## src/hw/rtl/ckvt_pkg.sv

```systemverilog
package ckvt_pkg;

    localparam int KEY_W        = 32;
    localparam int VALUE_W      = 32;
    localparam int CMD_W        = 2;
    localparam int STATUS_W     = 3;
    localparam int COUNT_W      = 7;
    localparam int IN_TDATA_W   = 96;
    localparam int OUT_TDATA_W  = 80;

    localparam logic [CMD_W-1:0] CMD_ADD    = 2'd0;
    localparam logic [CMD_W-1:0] CMD_DELETE = 2'd1;
    localparam logic [CMD_W-1:0] CMD_UPDATE = 2'd2;
    localparam logic [CMD_W-1:0] CMD_GET    = 2'd3;

    localparam logic [STATUS_W-1:0] ST_OK           = 3'd0;
    localparam logic [STATUS_W-1:0] ST_FULL         = 3'd1;
    localparam logic [STATUS_W-1:0] ST_DUP          = 3'd2;
    localparam logic [STATUS_W-1:0] ST_GET_MISS     = 3'd3;
    localparam logic [STATUS_W-1:0] ST_DEL_MISS     = 3'd4;
    localparam logic [STATUS_W-1:0] ST_UPD_MISS     = 3'd5;
    localparam logic [STATUS_W-1:0] ST_UPD_CONFLICT = 3'd6;

    localparam logic [COUNT_W-1:0] LIMIT_RESET = 7'd64;

    typedef struct packed {
        logic signed [KEY_W-1:0] key;
        logic [VALUE_W-1:0]      value;
    } t_entry;

endpackage

```

## src/hw/rtl/ckvt_store.sv

```systemverilog
module ckvt_store #(
    parameter int DEPTH = 64,
    parameter int AW    = 6
) (
    input  logic              i_clk,
    input  logic              i_rd_en,
    input  logic [AW-1:0]     i_rd_addr,
    output ckvt_pkg::t_entry  o_rd_data,
    input  logic              i_wr_en,
    input  logic [AW-1:0]     i_wr_addr,
    input  ckvt_pkg::t_entry  i_wr_data
);

    ckvt_pkg::t_entry mem [DEPTH];
    ckvt_pkg::t_entry r_rd_data;

    always_ff @(posedge i_clk) begin
        if (i_wr_en) begin
            mem[i_wr_addr] <= i_wr_data;
        end
    end

    always_ff @(posedge i_clk) begin
        if (i_rd_en) begin
            r_rd_data <= mem[i_rd_addr];
        end
    end

    assign o_rd_data = r_rd_data;

endmodule

```

## src/hw/rtl/compacting_key_value_table.sv

```systemverilog
// Channel      Dir  Signals                                   Contents
// command      in   s_axis_tvalid/tready/tdata/tuser          one add/delete/update/get
// result       out  m_axis_tvalid/tready/tdata                status, found entry, count
// limit        in   i_cfg_wr_en/i_cfg_wr_data                 capacity_limit register
//
// One command at a time: a command scans the held slots through the one read port, makes
// the last compare, decides and loads the result; an empty table skips the scan. Deleting
// slot i below the last adds a shift-down pass that moves each later slot down by one.
// Reset (i_rst_n low, synchronous) empties the table and sets the limit to 64; no
// clearing pass is run. s_axis_tready is high only while idle; a stalled result holds
// in the output register and holds the next command in its result-load step.
module compacting_key_value_table #(
    parameter int CAPACITY = 64
) (
    input  logic                                i_clk,
    input  logic                                i_rst_n,
    input  logic                                s_axis_tvalid,
    output logic                                s_axis_tready,
    // [31:0] key, [63:32] entry_key, [95:64] entry_value
    input  logic [ckvt_pkg::IN_TDATA_W-1:0]     s_axis_tdata,
    // [1:0] cmd
    input  logic [ckvt_pkg::CMD_W-1:0]          s_axis_tuser,
    output logic                                m_axis_tvalid,
    input  logic                                m_axis_tready,
    // [2:0] status, [34:3] found_key, [66:35] found_value, [73:67] used_count,
    // [79:74] zero
    output logic [ckvt_pkg::OUT_TDATA_W-1:0]    m_axis_tdata,
    input  logic                                i_cfg_wr_en,
    input  logic [ckvt_pkg::COUNT_W-1:0]        i_cfg_wr_data
);

    // Slot index and entry count widths follow the build capacity.
    localparam int IDX_W = (CAPACITY > 1) ? $clog2(CAPACITY) : 1;
    localparam int CNT_W = $clog2(CAPACITY + 1);
    // Common width for comparing the count against the 7-bit limit.
    localparam int LW    = (CNT_W > ckvt_pkg::COUNT_W) ? CNT_W : ckvt_pkg::COUNT_W;

    localparam logic [2:0] S_IDLE   = 3'd0;
    localparam logic [2:0] S_SCAN   = 3'd1;
    localparam logic [2:0] S_LAST   = 3'd2;
    localparam logic [2:0] S_DECIDE = 3'd3;
    localparam logic [2:0] S_SHIFT  = 3'd4;
    localparam logic [2:0] S_SHEND  = 3'd5;
    localparam logic [2:0] S_OUT    = 3'd6;

    // Control state
    logic [2:0]                     r_state, n_state;
    logic [CNT_W-1:0]               r_count, n_count;
    logic [ckvt_pkg::COUNT_W-1:0]   r_limit;
    logic [IDX_W-1:0]               r_ptr, n_ptr;
    logic                           r_rd_vld;
    logic                           r_rd_shift;
    logic                           r_hit;
    logic                           r_nk_hit;
    logic                           r_o_valid;

    // Payload
    logic [ckvt_pkg::CMD_W-1:0]     r_cmd;
    logic signed [31:0]             r_key;
    logic signed [31:0]             r_nkey;
    logic [31:0]                    r_nval;
    logic [IDX_W-1:0]               r_rd_addr;
    logic [IDX_W-1:0]               r_hit_idx;
    ckvt_pkg::t_entry               r_found;
    logic [ckvt_pkg::STATUS_W-1:0]  r_res_status, n_res_status;
    logic [ckvt_pkg::STATUS_W-1:0]  r_o_status;
    logic signed [31:0]             r_o_fkey;
    logic [31:0]                    r_o_fval;
    logic [ckvt_pkg::COUNT_W-1:0]   r_o_count;

    // Memory port signals
    logic                           w_rd_en;
    logic [IDX_W-1:0]               w_rd_addr;
    ckvt_pkg::t_entry               w_rd_data;
    logic                           w_wr_en;
    logic [IDX_W-1:0]               w_wr_addr;
    ckvt_pkg::t_entry               w_wr_data;

    logic                           w_in_xfer;
    logic                           w_load_out;
    logic [CNT_W-1:0]               w_last;
    logic [LW-1:0]                  w_lim_ext;
    logic [LW-1:0]                  w_cap_ext;
    logic [LW-1:0]                  w_eff_lim;
    logic [LW-1:0]                  w_count_ext;
    logic                           w_full;
    logic                           w_k_match;
    logic                           w_nk_match;
    logic                           w_get_ok;

    ckvt_store #(
        .DEPTH (CAPACITY),
        .AW    (IDX_W)
    ) u_store (
        .i_clk     (i_clk),
        .i_rd_en   (w_rd_en),
        .i_rd_addr (w_rd_addr),
        .o_rd_data (w_rd_data),
        .i_wr_en   (w_wr_en),
        .i_wr_addr (w_wr_addr),
        .i_wr_data (w_wr_data)
    );

    assign s_axis_tready = (r_state == S_IDLE);
    assign w_in_xfer     = s_axis_tvalid && s_axis_tready;

    // Index of the last held slot; only meaningful while the table is not empty.
    assign w_last      = r_count - 1'b1;
    assign w_lim_ext   = LW'(r_limit);
    assign w_cap_ext   = LW'(CAPACITY);
    assign w_eff_lim   = (w_lim_ext < w_cap_ext) ? w_lim_ext : w_cap_ext;
    assign w_count_ext = LW'(r_count);
    assign w_full      = (w_count_ext >= w_eff_lim);

    // Compare the slot read in the previous cycle against both keys.
    assign w_k_match  = r_rd_vld && !r_rd_shift && (w_rd_data.key == r_key);
    assign w_nk_match = r_rd_vld && !r_rd_shift && (w_rd_data.key == r_nkey);

    always_comb begin
        n_state      = r_state;
        n_ptr        = r_ptr;
        n_count      = r_count;
        n_res_status = r_res_status;
        w_rd_en      = 1'b0;
        w_rd_addr    = r_ptr;
        w_load_out   = 1'b0;
        // Shift pass: move the slot read last cycle down by one.
        w_wr_en      = r_rd_vld && r_rd_shift;
        w_wr_addr    = r_rd_addr - 1'b1;
        w_wr_data    = w_rd_data;

        unique case (r_state)
            S_IDLE: begin
                if (w_in_xfer) begin
                    n_ptr   = '0;
                    n_state = (r_count == '0) ? S_DECIDE : S_SCAN;
                end
            end
            S_SCAN: begin
                w_rd_en = 1'b1;
                if (CNT_W'(r_ptr) == w_last) begin
                    n_state = S_LAST;
                end else begin
                    n_ptr = r_ptr + 1'b1;
                end
            end
            S_LAST: begin
                // Last slot compares in this cycle.
                n_state = S_DECIDE;
            end
            S_DECIDE: begin
                n_res_status = ckvt_pkg::ST_OK;
                n_state      = S_OUT;
                case (r_cmd)
                    ckvt_pkg::CMD_ADD: begin
                        if (w_full) begin
                            n_res_status = ckvt_pkg::ST_FULL;
                        end else if (r_nk_hit) begin
                            n_res_status = ckvt_pkg::ST_DUP;
                        end else begin
                            w_wr_en         = 1'b1;
                            w_wr_addr       = r_count[IDX_W-1:0];
                            w_wr_data.key   = r_nkey;
                            w_wr_data.value = r_nval;
                            n_count         = r_count + 1'b1;
                        end
                    end
                    ckvt_pkg::CMD_DELETE: begin
                        if (!r_hit) begin
                            n_res_status = ckvt_pkg::ST_DEL_MISS;
                        end else if (CNT_W'(r_hit_idx) != w_last) begin
                            n_ptr   = r_hit_idx + 1'b1;
                            n_state = S_SHIFT;
                        end else begin
                            n_count = r_count - 1'b1;
                        end
                    end
                    ckvt_pkg::CMD_UPDATE: begin
                        if (!r_hit) begin
                            n_res_status = ckvt_pkg::ST_UPD_MISS;
                        end else if (r_nk_hit && (r_nkey != r_key)) begin
                            n_res_status = ckvt_pkg::ST_UPD_CONFLICT;
                        end else begin
                            w_wr_en         = 1'b1;
                            w_wr_addr       = r_hit_idx;
                            w_wr_data.key   = r_nkey;
                            w_wr_data.value = r_nval;
                        end
                    end
                    default: begin
                        if (!r_hit) begin
                            n_res_status = ckvt_pkg::ST_GET_MISS;
                        end
                    end
                endcase
            end
            S_SHIFT: begin
                w_rd_en = 1'b1;
                if (CNT_W'(r_ptr) == w_last) begin
                    n_state = S_SHEND;
                end else begin
                    n_ptr = r_ptr + 1'b1;
                end
            end
            S_SHEND: begin
                // Final move lands this cycle.
                n_count = r_count - 1'b1;
                n_state = S_OUT;
            end
            S_OUT: begin
                if (!r_o_valid || m_axis_tready) begin
                    w_load_out = 1'b1;
                    n_state    = S_IDLE;
                end
            end
            default: begin
                n_state = S_IDLE;
            end
        endcase
    end

    assign w_get_ok = (r_cmd == ckvt_pkg::CMD_GET) && (r_res_status == ckvt_pkg::ST_OK);

    // Control registers
    always_ff @(posedge i_clk) begin
        if (!i_rst_n) begin
            r_state    <= S_IDLE;
            r_count    <= '0;
            r_limit    <= ckvt_pkg::LIMIT_RESET;
            r_ptr      <= '0;
            r_rd_vld   <= 1'b0;
            r_rd_shift <= 1'b0;
            r_hit      <= 1'b0;
            r_nk_hit   <= 1'b0;
            r_o_valid  <= 1'b0;
        end else begin
            r_state    <= n_state;
            r_count    <= n_count;
            r_ptr      <= n_ptr;
            r_rd_vld   <= w_rd_en;
            r_rd_shift <= (r_state == S_SHIFT);
            if (i_cfg_wr_en) begin
                r_limit <= i_cfg_wr_data;
            end
            // Clear match flags at each new command; latch the first key match.
            if (w_in_xfer) begin
                r_hit    <= 1'b0;
                r_nk_hit <= 1'b0;
            end else begin
                if (w_k_match) begin
                    r_hit <= 1'b1;
                end
                if (w_nk_match) begin
                    r_nk_hit <= 1'b1;
                end
            end
            if (w_load_out) begin
                r_o_valid <= 1'b1;
            end else if (m_axis_tready) begin
                r_o_valid <= 1'b0;
            end
        end
    end

    // Payload registers
    always_ff @(posedge i_clk) begin
        r_rd_addr    <= w_rd_addr;
        r_res_status <= n_res_status;
        if (w_in_xfer) begin
            r_cmd  <= s_axis_tuser;
            r_key  <= s_axis_tdata[31:0];
            r_nkey <= s_axis_tdata[63:32];
            r_nval <= s_axis_tdata[95:64];
        end
        if (w_k_match && !r_hit) begin
            r_hit_idx <= r_rd_addr;
            r_found   <= w_rd_data;
        end
        if (w_load_out) begin
            r_o_status <= r_res_status;
            r_o_fkey   <= w_get_ok ? r_found.key : '0;
            r_o_fval   <= w_get_ok ? r_found.value : '0;
            r_o_count  <= w_count_ext[ckvt_pkg::COUNT_W-1:0];
        end
    end

    assign m_axis_tvalid = r_o_valid;
    assign m_axis_tdata  = {6'b0, r_o_count, r_o_fval, r_o_fkey, r_o_status};

endmodule

```

## config.mk

```make
export PLATFORM = sky130hd
export DESIGN_NAME = compacting_key_value_table
export DESIGN_NICKNAME = d
export VERILOG_FILES = /design/src/hw/rtl/ckvt_pkg.sv /design/src/hw/rtl/ckvt_store.sv /design/src/hw/rtl/compacting_key_value_table.sv
export SDC_FILE = /design/constraint.sdc
export NUM_CORES = 2
export LEC_CHECK = 0
export ABC_AREA = 1
export BUFFER_PORTS_ARGS = -buffer_cell sky130_fd_sc_hd__buf_2
export CAP_MARGIN = 20
export CELL_PAD_IN_SITES_DETAIL_PLACEMENT = 0
export CELL_PAD_IN_SITES_GLOBAL_PLACEMENT = 1
export CORE_UTILIZATION = 40
export DETAILED_ROUTE_END_ITERATION = 8
export PLACE_DENSITY_LB_ADDON = 0.1
export SKIP_CTS_REPAIR_TIMING = 1
export SYNTH_ARGS = -nofsm -noshare
export SYNTH_HDL_FRONTEND = slang
export SYNTH_SLANG_ARGS = --single-unit
export TNS_END_PERCENT = 100
```

## constraint.sdc

```tcl
create_clock -name i_clk -period 5.83 [get_ports i_clk]
set_input_delay 0.583 -clock i_clk [delete_from_list [all_inputs] [get_ports i_clk]]
set_output_delay 0.583 -clock i_clk [all_outputs]
set_load 0.005 [all_outputs]
```

---- After elaboration in Yosys (flattened, before gate mapping) ----
Memories as Yosys holds them, arrays and structs flattened. A register that Yosys moved wholly into a read port is not among the register bits.
Index checks and enable logic that the tools add are counted.
storage, ports and cells
  memories ................................ 1
  input bits .............................. 110
  memory bits (writable) .................. 4096
  register bits after elaboration ......... 279
  output and inout port bits .............. 82
  word-level logic and storage cells ...... 136
operators by class
  mux-type cells .......................... 54
  bitwise logic cells ..................... 1
  reductions and logical operators ........ 24
  equality and inequality tests ........... 27
  add/subtract/negate cells ............... 5
  $lt $le $gt $ge ......................... 2
memory list
  memory       words  width  rd ports  clocked after Yosys merged registers in  write ports  RTL line          RTL
  u_store.mem  64     64     1         1                                        1            ckvt_store.sv:14  ckvt_pkg::t_entry mem [DEPTH];
operators with widths
  kind                   number
  $mux W64               5
  $pmux W64 S2           1
  $eq A32 B32 Y1         2
  $mux W6                10
  $mux W7                5
  $ne A32 B32 Y1         1
  $pmux W7 S2            2
  $mux W3                7
  $pmux W3 S7            1
  $pmux W6 S3            1
  $ne A3 B3 Y1 const B   5
  $mux W2                7
  $ne A2 B2 Y1 const B   7
  $add A6 B1 Y6 const B  2
  $mux W1                12
  $pmux W6 S2            1
  $reduce_and A6 Y1      2
  $eq A3 B3 Y1 const B   3
  $pmux W3 S3            1
  $logic_and A1 B1 Y1    8
  $add A7 B1 Y7 const B  1
  $eq A6 B7 Y1           1
  $ge A7 B7 Y1           1
  $logic_not A7 Y1       1
  other kinds (19)       26

---- Depth between registers and ports, before layout ----
  word-level depth ........................ 8
  gate-level depth with buffers ........... 20
  mapped depth without buffers ............ 20

---- Cells and area by module ----
A second synthesis with hierarchy kept.
second synthesis, totals
  cells, all modules ...................... 15278
  area, all modules ....................... 181470.3 um^2
modules (own cells, without submodules)
  module                      cells each  seq. area each (um^2)  times used  area an instance (um^2)
  ckvt_store                  13405       124919.8               1           165834.0
  compacting_key_value_table  1873        8037.7                 1           15636.2

---- Least setup slack after synthesis ----
Ideal clock, no wire load.
  path type ............................... register to register
  from .................................... register r_limit[6] (netlist bit)
  to ...................................... memory u_store.mem[52][0] (netlist bit) (enable)
  buffers on the path ..................... 1
  data required time ...................... 5.343 ns
  clock period less this slack ............ 5.316 ns
  cell stages (with the launch flop) ...... 18
  arrival ................................. 4.829 ns
  setup time .............................. 0.487 ns
  slack ................................... 0.514 ns
  path through ............................ dfxtp_1 inv_1 nand2_1 ha_1 a21oi_1 o21ai_1 nand3_1 nand3_1 nor2_2 inv_2 buf_2 a21oi_1 nand2_1 nand2_1 nand2_2 nor2_1 nand2_1 nor2_1
on the way
  cells in the longest elaborated chain, start to end .. 8
  elaborated cells between the ends (all ways) .. 11
  those cells by class .................... order compare (2); mux (9)
ends and longest elaborated chain
  item                           RTL line                           RTL
  start: declaration             compacting_key_value_table.sv:49   logic [ckvt_pkg::COUNT_W-1:0] r_limit;
  start signal: assignment       compacting_key_value_table.sv:229  r_limit <= ckvt_pkg::LIMIT_RESET;
  start signal: assignment       compacting_key_value_table.sv:243  r_limit <= i_cfg_wr_data;
  $lt A7 B7 Y1                   compacting_key_value_table.sv:111  assign w_eff_lim = (w_lim_ext < w_cap_ext) ? w_lim_ext : w_cap_ext;
  $mux W7 *                      compacting_key_value_table.sv:111
  $ge A7 B7 Y1 *                 compacting_key_value_table.sv:113  assign w_full = (w_count_ext >= w_eff_lim);
  $mux W1                        compacting_key_value_table.sv:156  if (w_full) begin
  $pmux W1 S2                    compacting_key_value_table.sv:154  case (r_cmd)
  $mux W1                        compacting_key_value_table.sv:132  unique case (r_state)
  $mux W1                        ckvt_store.sv:18                   if (i_wr_en) begin
  $mux W1 (implied by the code)  ckvt_store.sv:19                   mem[i_wr_addr] <= i_wr_data;
  end: declaration               ckvt_store.sv:14
Mark *: on every way between the ends. The rest lies on a longest branch, timed or not.

---- Worst setup path in the final report ----
  from .................................... register r_nkey[1]
  to ...................................... memory u_store.mem[46][26] (netlist bit) (enable)
on the way
  cells in the longest elaborated chain, start to end .. 8
  elaborated cells between the ends (all ways) .. 12
  those cells by class .................... eq/ne (1); mux (10); reduce/logical (1)
ends and longest elaborated chain
  item                           RTL line                           RTL
  start: declaration             compacting_key_value_table.sv:60   logic signed [31:0] r_nkey;
  start signal: assignment       compacting_key_value_table.sv:272  r_nkey <= s_axis_tdata[63:32];
  $ne A32 B32 Y1 *               compacting_key_value_table.sv:181  end else if (r_nk_hit && (r_nkey != r_key)) begin
  $logic_and A1 B1 Y1 *          compacting_key_value_table.sv:181
  $mux W1                        compacting_key_value_table.sv:181
  $mux W1                        compacting_key_value_table.sv:179  if (!r_hit) begin
  $pmux W1 S2                    compacting_key_value_table.sv:154
  $mux W1                        compacting_key_value_table.sv:132
  $mux W1                        ckvt_store.sv:18
  $mux W1 (implied by the code)  ckvt_store.sv:19
Marks and branches as above.

==> out/metrics.cfg <==
[drt]
vias=119481
dr.pass1.iters=6
wirelength_um=641000
top_layer_used=met5
ant_nets=0
wl_met1_um=279000
wl_per_cell_um=32.2
wl_met3_um=57600
drc=0
vias_per_cell=6.01
route.met2.wl_um=286000
drt-initial-drc-count=16128

[placement]
dp_hpwl_um=373000
port_buffers=185
gp_congestion=0.891

[synthesis]
ys_seq_area_share_pct=75.9
avgSynthCellArea_um2=13.0
synth_edf_count=4405
synth_area_mm2=0.175
syn_inst=13454
yosys_warnings=0
synth_cell_types=48
synthArstFlopShare_pct=0
ys_ff_latch=4439
ys.flop_type=edfxtp_1

[floorplan]
die_area_mm2=0.441
pin_count=192
num_rows=242
die_width_um=664
initial_core_util_pct=40.3
die_y_um=664
core_mm2=0.435

[timing]
rsz0062_at_grt=false
fmax_mhz=205
fin_crit_ns=4.88
finalHoldViolCount=0
clock_skew_ns=0.0323
slew_headroom_pct=20.7
finalSetupViolCount=0
fin_hold_ws_ns=0.00417
post-route-period-util_pct=83.7
worstMarginPinSlew_ns=1.19
maxSlewViolCount=0
tns_ns=0

[power]
ir_drop_v=0.000281
p_leak_nw=65.0
power_density_mw_per_mm2=497

[global_route]
grt_pass1_wl_um=890000
grt_pass1_vias=112794
grt_max_degree=151
antenna_found_initial=61
overflow=0
track_usage_pct=28.1

[cts]
cts_tree=built
cts_max_level=5
cts_sinks=4439
cts_max_path_buffers=4
insertion_delay_ns=1.02
clk_pin_slew_worst_paths_ns=0.06
cts_buffers=472
root_buffer=clkbuf_16

[job]
maxCapViolCount=0

[critical_path]
required_ns=6.51
path_max_fanout=74
critical_path_class=flip-flop to flip-flop
cpLargestDelayFamily=simple AND/OR/NAND/NOR gates
crit_top_cell=nand2_1
cp.arrival_ns=5.56
cp_slowest_cell=nor2_4
cp-end-kind=flip-flop
critPathBufInv=3
startpoint_type=flip-flop
slowest_delay_ns=1.01
path_cells=inv_1 -> nand2_1 -> nand2_1 -> nand2_1 -> nor2_1 -> nand2_1 -> nor2_1 -> nand2_1 -> nand2_4 -> nand2_8 -> nand2_1 -> nand3_1 -> nand2_1 -> nand2_2 -> inv_2 -> nand4_2 -> nor2_4 -> buf_12

[hold_path]
hp-class=input pin to flip-flop

[cells_and_area]
multi_input_area_mm2=0.0389
final_layout_size_suffix_gt1_share_pct=10.5
nFillCells=38569
syn2layout_area_growth_pct=15.2
final_common_cell=edfxtp_1
seq_area_mm2=0.133
fin_nets=13873
mostFrequentLayoutCells=edfxtp_1 (4405), nor2_1 (2957), o21ai_0 (2795)

[status]
status=finished clean

[metal layers]
metal	vias up	track usage [%]
li1	50843	-
met1	61772	41.5
met4	8	7.25
met3	877	4.94
met2	5981	43.1
met5	-	0
[registers in the layout (all words and copies together), names as in the netlist, 7 cells and up]
| register | flops |
|---|---|
| r_nval | 32 |
| r_found | 64 |
| u_store.mem | 4096 |
| r_key | 32 |
| r_nkey | 32 |
| r_limit | 7 |
| u_store.o_rd_data | 64 |
| r_count | 7 |
| r_o_fval | 32 |
| r_o_count | 7 |
| r_o_fkey | 32 |
[cells by family after synthesis]
family,Yosys count,synth area share [%]
DFF,4439,75.9
xor gates and xnor gates,67,0.335
buffers and inverters,1185,2.72
adders and majority gates,11,0.0785
AOI/OAI and AO/OA,4389,13.7
and+or+nand+nor,3362,7.34
other,1,0.00214
[report_power, final]
| part | switching [mW] | internal (mW) |
|---|---|---|
| Sequential | 1.30 | 41.0 |
| Combinational | 22.7 | 6.40 |
| Clock | 12.6 | 16.3 |
[tightest hold or removal path, cell delays in order]
cell	delay (ns)
buf_2	0.14
inv_1	0.16
a21oi_1	0.09
[stage by stage]
| step | std cells | worst slack [ns] | power [mW] | utilization, % | cell area (µm²) |
|---|---|---|---|---|---|
| 6_report | 19889 | 0.951 | 100 | 46.4 | 202000 |
| 5_1_grt | 19875 | 0.835 | 103 | 46.3 | 202000 |
| 4_1_cts | 19758 | 1.03 | 100 | 46.1 | 201000 |
| 3_5_place_dp | 18897 | 1.06 | 71.7 | 42.7 | 186000 |
| 3_3_place_gp | 18893 | 0.656 | 71.6 | 42.7 | 186000 |
| 2_1_floorplan | 13459 | 0.514 | 56.7 | - | 175000 |
[cell usage after synthesis, types with 3 or more instances]
library cell / count / area share (%)
edfxtp_1: 4405 / 75
nor2_1: 3026 / 6.5
o21ai_0: 2847 / 8.1
o22ai_1: 1285 / 4.6
clkbuf_1: 735 / 1.6
nand2_1: 250 / 0.54
inv_1: 206 / 0.44
buf_2: 173 / 0.49
a21oi_1: 105 / 0.30
o32ai_1: 67 / 0.33
nand3_1: 42 / 0.12
buf_1: 37 / 0.079
o21ai_1: 37 / 0.11
xor2_1: 36 / 0.18
dfxtp_1: 34 / 0.39
xnor2_1: 31 / 0.15
buf_4: 21 / 0.090
a31oi_1: 17 / 0.061
ha_1: 11 / 0.079
nand4_1: 8 / 0.029
nand4_2: 8 / 0.057
inv_2: 7 / 0.015
nand2_2: 7 / 0.025
nor4_1: 6 / 0.021
a211oi_1: 5 / 0.021
a21boi_1: 4 / 0.017
o2111ai_1: 4 / 0.020
a2111oi_0: 3 / 0.015
a221oi_1: 3 / 0.015
buf_6: 3 / 0.019
clkinv_1: 3 / 0.0064
nand2_4: 3 / 0.019
nand3_2: 3 / 0.017
o211ai_1: 3 / 0.013
[worst paths after layout]
kind	from	cells past startpoint	end	slack [ns]
worst max-delay path	r_nkey[1]	18	u_store.mem[46][26]	0.95
worst max register to register	r_nkey[1]	18	u_store.mem[46][26]	0.95
worst min register to register	r_res_status[0]	0	r_o_status[0]	0.47
worst min-delay path	i_cfg_wr_en	3	r_limit[0]	0.004
[final cells by class]
cell class,instances,share of cell area (%)
inverters,216,0.428
diodes,16,0.0198
well taps,5734,3.55
multi-input cells,7835,19.3
clock inverters,272,1.07
clock buffers,589,6.13
flip-flops and latches,4439,65.9
repair buffers,788,3.65
(Power assumes the default switching activity.)
